$ cat src/ehv_pkg.sv
`timescale 1ns / 1ps
// ----------------------------------------------------------------------------
// ehv_pkg
// Shared types, sizes and helpers of the ellipse Hough vote accumulator.
// ----------------------------------------------------------------------------
package ehv_pkg;

  localparam int unsigned ACC_DEPTH  = 1024;
  localparam int unsigned COUNT_BITS = 16;
  localparam int unsigned IDX_W      = $clog2(ACC_DEPTH);
  localparam int unsigned NHIST      = 5;

  localparam int unsigned CAND_W    = 12;
  localparam int unsigned ANGLE_W   = 9;
  localparam int unsigned SEMI_W    = 10;
  localparam int unsigned PEAK_W    = 10;
  localparam int unsigned CFG_IDX_W = 2;
  localparam int unsigned MAG_W     = 13;
  localparam int unsigned PROD_W    = 15;
  localparam int unsigned ANG_EXT_W = 10;

  // register indexes of the configuration port
  localparam logic [CFG_IDX_W-1:0] CFG_MIN_SEMI_A = 2'd0;
  localparam logic [CFG_IDX_W-1:0] CFG_MAX_SEMI_A = 2'd1;
  localparam logic [CFG_IDX_W-1:0] CFG_MIN_SEMI_B = 2'd2;
  localparam logic [CFG_IDX_W-1:0] CFG_MAX_SEMI_B = 2'd3;

  localparam logic [SEMI_W-1:0] MIN_SEMI_A_RST = 10'd147;
  localparam logic [SEMI_W-1:0] MAX_SEMI_A_RST = 10'd345;
  localparam logic [SEMI_W-1:0] MIN_SEMI_B_RST = 10'd102;
  localparam logic [SEMI_W-1:0] MAX_SEMI_B_RST = 10'd288;

  // histogram slots
  localparam int unsigned H_A   = 0;
  localparam int unsigned H_B   = 1;
  localparam int unsigned H_XC  = 2;
  localparam int unsigned H_YC  = 3;
  localparam int unsigned H_ANG = 4;

  localparam logic [MAG_W-1:0]     DEPTH_LIM  = MAG_W'(ACC_DEPTH);
  localparam logic [ANG_EXT_W-1:0] ANGLE_WRAP = 10'd360;

  typedef logic [IDX_W-1:0]      idx_t;
  typedef logic [COUNT_BITS-1:0] cnt_t;
  typedef logic [PEAK_W-1:0]     peak_t;

  localparam idx_t LAST_IDX = IDX_W'(ACC_DEPTH - 1);

  typedef enum logic [2:0] {
    ST_INIT,
    ST_IDLE,
    ST_VOTE,
    ST_CLEAR,
    ST_DONE
  } state_e;

  typedef struct packed {
    logic capture;
    logic vote;
    logic sweep;
    logic out_load;
  } cmd_t;

  typedef struct packed {
    logic sweep_last;
  } sts_t;

  function automatic cnt_t sat_inc(cnt_t c);
    return (c == '1) ? c : c + 1'b1;
  endfunction

endpackage

$ cat src/ehv_ctrl.sv
`timescale 1ns / 1ps
// ----------------------------------------------------------------------------
// ehv_ctrl
// Sequencer: init sweep, capture, vote, clear sweep and result hand-off.
// ----------------------------------------------------------------------------
module ehv_ctrl import ehv_pkg::*; (
  input  logic clk_i,
  input  logic rst_ni,
  input  logic in_valid_i,
  input  logic action_i,
  output logic in_ready_o,
  output logic out_valid_o,
  input  logic out_ready_i,
  input  sts_t sts_i,
  output cmd_t cmd_o
);

  state_e state_q, state_d;
  logic   out_valid_q, out_valid_d;
  logic   slot_free;

  assign slot_free = !out_valid_q || out_ready_i;

  always_ff @(posedge clk_i or negedge rst_ni) begin
    if (!rst_ni) begin
      state_q     <= ST_INIT;
      out_valid_q <= 1'b0;
    end else begin
      state_q     <= state_d;
      out_valid_q <= out_valid_d;
    end
  end

  always_comb begin
    state_d    = state_q;
    cmd_o      = '0;
    in_ready_o = 1'b0;
    case (state_q)
      ST_INIT: begin
        cmd_o.sweep = 1'b1;
        if (sts_i.sweep_last) begin
          state_d = ST_IDLE;
        end
      end
      ST_IDLE: begin
        in_ready_o = 1'b1;
        if (in_valid_i) begin
          cmd_o.capture = 1'b1;
          state_d = action_i ? ST_CLEAR : ST_VOTE;
        end
      end
      ST_VOTE: begin
        cmd_o.vote = 1'b1;
        if (slot_free) begin
          cmd_o.out_load = 1'b1;
          state_d = ST_IDLE;
        end else begin
          state_d = ST_DONE;
        end
      end
      ST_CLEAR: begin
        cmd_o.sweep = 1'b1;
        if (sts_i.sweep_last) begin
          state_d = ST_DONE;
        end
      end
      ST_DONE: begin
        // result waits for the output register to free up
        if (slot_free) begin
          cmd_o.out_load = 1'b1;
          state_d = ST_IDLE;
        end
      end
      default: state_d = ST_INIT;
    endcase
  end

  assign out_valid_d = cmd_o.out_load || (out_valid_q && !out_ready_i);
  assign out_valid_o = out_valid_q;

endmodule

$ cat config.mk
export PLATFORM = sky130hd
export DESIGN_NAME = ehv_ctrl
export DESIGN_NICKNAME = d
export VERILOG_FILES = /design/src/ehv_pkg.sv /design/src/ehv_ctrl.sv
export SDC_FILE = /design/constraint.sdc
export NUM_CORES = 1
export LEC_CHECK = 0
export BUFFER_PORTS_ARGS = -buffer_cell sky130_fd_sc_hd__buf_2
export CORE_AREA = 2 2 39 41
export DETAILED_ROUTE_END_ITERATION = 7
export DIE_AREA = 0 0 41 43
export HOLD_SLACK_MARGIN = 0.15
export SYNTH_ARGS = -nofsm -noshare
export SYNTH_HDL_FRONTEND = slang
export SYNTH_SLANG_ARGS = --single-unit
export TNS_END_PERCENT = 1
$ cat constraint.sdc
create_clock -name clk_i -period 1.8 [get_ports clk_i]
set_clock_uncertainty 0.2 [all_clocks]
set_input_delay 0.36 -clock clk_i [delete_from_list [all_inputs] [get_ports clk_i]]
set_output_delay 0.36 -clock clk_i [all_outputs]
set_load 0.01 [all_outputs]
==> metrics.txt <==
# TYPE chip_impl_metric gauge
chip_impl_metric{name="numCtsBuffers",unit=""} 3
chip_impl_metric{name="grt_use_met1",unit="%"} 9.740
chip_impl_metric{name="r2r_setup_slack",unit="ns"} 0.35
chip_impl_metric{name="max-clock-path-buffers",unit=""} 2
chip_impl_metric{name="vdd_ir_drop_max",unit="mV"} 0.7287
chip_impl_metric{name="met2_usage",unit="%"} 6.563
chip_impl_metric{name="post-route-period-util",unit="%"} 96.51
chip_impl_metric{name="core_area",unit="um2"} 1384
chip_impl_metric{name="pin_count_of_the_biggest_net_entering_global_routing",unit=""} 12
chip_impl_metric{name="grt_antenna_before_repair",unit=""} 0
chip_impl_metric{name="io_pins",unit=""} 12
chip_impl_metric{name="detail_route.vias_per_cell",unit=""} 4.067
chip_impl_info{name="cpLargestDelayFamily",value="flip-flops"} 1
chip_impl_metric{name="period_needed",unit="ns"} 1.737
chip_impl_metric{name="final_number_of_setup_violating_endpoints",unit=""} 0
chip_impl_metric{name="drc",unit=""} 0
chip_impl_metric{name="n_antenna_cell",unit=""} 0
chip_impl_metric{name="reg2reg_depth",unit=""} 4
chip_impl_metric{name="gp_routability_congestion",unit=""} 0.7023
chip_impl_metric{name="relSlewSlack",unit="%"} 79.25
chip_impl_info{name="timing.rr.end",value="state_q[0]$_DFFE_PN0P_"} 1
chip_impl_metric{name="max_cap_viol_count",unit=""} 0
chip_impl_metric{name="std_cell_rows",unit=""} 14
chip_impl_info{name="cts_tree",value="yes"} 1
chip_impl_metric{name="drt.antenna.violating_nets",unit=""} 0
chip_impl_info{name="worst_setup_path_endpoint",value="cmd_o[3]"} 1
chip_impl_info{name="critical_path.startpoint",value="state_q[1]$_DFFE_PN0P_"} 1
chip_impl_info{name="outcome",value="finished clean"} 1
chip_impl_metric{name="static_leakage",unit="uW"} 0.0001905
chip_impl_metric{name="stdcell_area",unit="um2"} 374.1
chip_impl_metric{name="dieHeight",unit="um"} 43
chip_impl_metric{name="fin_tns_setup",unit="ns"} 0
chip_impl_metric{name="proportion_of_layout_cells_with_a_drive_suffix_above_1",unit="%"} 45.45
chip_impl_info{name="unrepaired_setup_endpoints_after_global_routing",value="yes"} 1
chip_impl_metric{name="placed_cell_area",unit="um2"} 316.6
chip_impl_metric{name="syn-cell-area",unit="um2"} 252.7
chip_impl_metric{name="synth_top_cell_area_share",unit="%"} 39.60
chip_impl_info{name="worstHoldPathType",value="in2reg"} 1
chip_impl_metric{name="p_per_area",unit="nW/um2"} 1677
chip_impl_info{name="netlist_top_cells_area",value="sky130_fd_sc_hd__dfrtp_1 40%, sky130_fd_sc_hd__nor2_1 8.9%, sky130_fd_sc_hd__xor2_1 6.9%"} 1
chip_impl_info{name="worst_r2r_src",value="state_q[1]$_DFFE_PN0P_"} 1
chip_impl_metric{name="drt_iter0_drc",unit=""} 1
chip_impl_metric{name="synth-seq-area-share",unit="%"} 39.60
chip_impl_metric{name="worst_pin_slew",unit="ns"} 0.3034
chip_impl_metric{name="wl_per_cell",unit="um"} 8.983
chip_impl_info{name="worst-setup-path-type",value="reg2out"} 1
chip_impl_metric{name="clkSinkCount",unit=""} 4
chip_impl_metric{name="global_route_usage_over_all_layers",unit="%"} 7.553
chip_impl_metric{name="fmax",unit="MHz"} 575.6
chip_impl_metric{name="cp_slowest_stage_delay",unit="ns"} 0.43
chip_impl_metric{name="slew_violations",unit=""} 0
chip_impl_metric{name="area_delta_synth_final",unit="%"} 48.02
chip_impl_metric{name="path_depth",unit=""} 4
chip_impl_metric{name="synth_cell_types",unit=""} 17
chip_impl_info{name="timing.critical_path.to_type",value="primary output"} 1
chip_impl_metric{name="grt_first_pass_wirelength",unit="um"} 786
chip_impl_metric{name="fin_worst_hold_slack",unit="ns"} 0.2052
chip_impl_metric{name="path_buf_inv",unit=""} 2
chip_impl_metric{name="postSynthAreaPerCell",unit="um2"} 9.027
chip_impl_metric{name="number_of_global_route_vias_before_repair",unit=""} 186
chip_impl_metric{name="clk_pin_slew",unit="ns"} 0.03
chip_impl_metric{name="number_of_h_tree_branching_levels",unit=""} 1
chip_impl_info{name="clock_tree.root_cell",value="sky130_fd_sc_hd__clkbuf_4"} 1
chip_impl_metric{name="post_synthesis_instance_total",unit=""} 28
chip_impl_metric{name="globalRouteMet3Util",unit="%"} 9.424
chip_impl_metric{name="grt_overflow",unit=""} 0
chip_impl_metric{name="route.final.wire_length",unit="um"} 539
chip_impl_info{name="path_cells",value="buf_4 > nor2_2 > and2_1 > buf_2"} 1
chip_impl_metric{name="io_buffers",unit=""} 11
chip_impl_metric{name="total_nets_final",unit=""} 52
chip_impl_info{name="globalRoute.busiestLayer",value="met1"} 1
chip_impl_metric{name="cp_max_fo",unit=""} 6
chip_impl_info{name="synth_top_cell_by_area",value="sky130_fd_sc_hd__dfrtp_1"} 1
chip_impl_metric{name="die_w",unit="um"} 41
chip_impl_metric{name="flop_and_latch_count_out_of_synthesis",unit=""} 4
chip_impl_metric{name="die_area",unit="um2"} 1763
chip_impl_metric{name="critPathRequiredTime",unit="ns"} 1.24
chip_impl_metric{name="clk_latency",unit="ns"} 0.24
chip_impl_metric{name="detailedRoute.firstPassIterationCount",unit=""} 2
chip_impl_metric{name="dp.final_hpwl",unit="um"} 396.9
chip_impl_metric{name="detailroute.via_count",unit=""} 244
chip_impl_metric{name="finalHoldViolations",unit=""} 0
chip_impl_info{name="critPathSlowestCell",value="sky130_fd_sc_hd__dfrtp_2"} 1
chip_impl_metric{name="synthesis.yosys.warnings",unit=""} 0
chip_impl_metric{name="cp.arrival",unit="ns"} 1.18
chip_impl_info{name="critPathLaunchType",value="flip-flop"} 1
chip_impl_metric{name="start_util",unit="%"} 18.26
chip_impl_metric{name="synthesis.nets",unit=""} 34
==> worst register-to-register path: cells and delay by family (launching register included) <==
family,cells,cell delay [ns]
AO/OA/AOI/OAI,1,0.08
buffers and inverters,1,0.17
flip-flops,1,0.43
AND/OR/NAND/NOR,2,0.45
==> placed cells by master, fill, tap and decap left out <==
cell and n:
sky130_fd_sc_hd__buf_4 2, sky130_fd_sc_hd__o22ai_1 1, sky130_fd_sc_hd__clkbuf_4 3, sky130_fd_sc_hd__nor3b_1 1
sky130_fd_sc_hd__dfrtp_2 2, sky130_fd_sc_hd__inv_1 1, sky130_fd_sc_hd__a221oi_1 1, sky130_fd_sc_hd__nor2b_1 1
sky130_fd_sc_hd__nand2b_1 2, sky130_fd_sc_hd__and2_1 1, sky130_fd_sc_hd__or3_1 1, sky130_fd_sc_hd__a2111oi_0 1
sky130_fd_sc_hd__nand2_1 2, sky130_fd_sc_hd__mux2i_1 1, sky130_fd_sc_hd__dfrtp_1 2, sky130_fd_sc_hd__nor4b_1 1
sky130_fd_sc_hd__buf_2 11, sky130_fd_sc_hd__nor2_2 1, sky130_fd_sc_hd__nor2_1 5, sky130_fd_sc_hd__dlygate4sd3_1 1
sky130_fd_sc_hd__xor2_1 2, sky130_fd_sc_hd__nand2b_4 1
==> timing repair <==
item / 4_1_cts / 5_1_grt
gates resized for setup: 2 / 2
pin swaps: 0 / 0
endpoints found under the hold margin: 4 / 0
buffers inserted: 0 / 2
hold buffers: 1 / 0
endpoints found under the setup margin: 2 / 2
==> sequential cells by signal, summed over array words and instances (netlist names) <==
name         cells
state_q          3
out_valid_o      1
==> logic make-up after synthesis <==
| kind of cell | share of synthesized area, % |
|---|---|
| flip-flops | 39.61 |
| buffers and inverters | 5.939 |
| AO/OA/AOI/OAI | 9.409 |
| AND/OR/NAND/NOR | 34.17 |
| multiplexers | 3.961 |
| XOR/XNOR | 6.932 |
==> cell usage after synthesis <==
cell and number:
sky130_fd_sc_hd__a2111oi_0 1, sky130_fd_sc_hd__mux2i_1 1, sky130_fd_sc_hd__a221oi_1 1, sky130_fd_sc_hd__and2_1 1, sky130_fd_sc_hd__xor2_1 2, sky130_fd_sc_hd__nor4b_1 1, sky130_fd_sc_hd__nand2_1 2, sky130_fd_sc_hd__inv_1 1
sky130_fd_sc_hd__or3_1 1, sky130_fd_sc_hd__nor3b_1 1, sky130_fd_sc_hd__dfrtp_1 4, sky130_fd_sc_hd__nand2b_2 1, sky130_fd_sc_hd__buf_6 1, sky130_fd_sc_hd__nor2b_1 1, sky130_fd_sc_hd__o22ai_1 1, sky130_fd_sc_hd__nor2_1 6
sky130_fd_sc_hd__nand2b_1 2
==> how the worst min path moves through the flow <==
stage / start / end / slack, ns / cells after the start
2_1_floorplan: rst_ni / out_valid_o$_DFF_PN0_ / -0.14 / 0
3_3_place_gp: rst_ni / state_q[0]$_DFFE_PN0P_ / -0.03 / 1
3_5_place_dp: rst_ni / state_q[0]$_DFFE_PN0P_ / -0.03 / 1
4_1_cts: in_valid_i / state_q[1]$_DFFE_PN0P_ / 0.20 / 3
5_1_grt: sts_i / state_q[2]$_DFFE_PN0P_ / 0.23 / 3
6_report: in_valid_i / state_q[1]$_DFFE_PN0P_ / 0.21 / 3
==> report_power, final <==
part           internal (uW)  total (uW)  switching, uW  leakage, uW
Sequential               130         183           52.8    0.0000481
Combinational            171         333            161     0.000129
Clock                   74.5         112           37.0    0.0000138
==> metrics by stage <==
stage / setup WS, ns / instances / total power (uW) / util [%]
6_report: 0.06282 / 60 / 627.2 / 27.03
5_1_grt: -0.01585 / 60 / 687.2 / 27.03
4_1_cts: 0.01877 / 58 / 600.4 / 25.68
3_5_place_dp: 0.2070 / 54 / 467.8 / 22.88
3_3_place_gp: 0.2267 / 54 / 465.9 / 22.88
2_1_floorplan: 0.2400 / 28 / 386.4 / -
==> final cells by class <==
class                   instances  area, um2
fillers                       153       1010
multi-input cells              22      145.1
clock buffers                   3      22.52
inverters                       1      3.754
repair buffers                 14      80.08
well taps                      16      20.02
flip-flops and latches          4      102.6
==> routing by layer <==
layer  part of all wire, %  vias up
li1                      -      128
met1                    51      102
met2                    33       14
met3                    15        0
met4                     0        0
met5                     0        -
(Power assumes the default switching activity.)
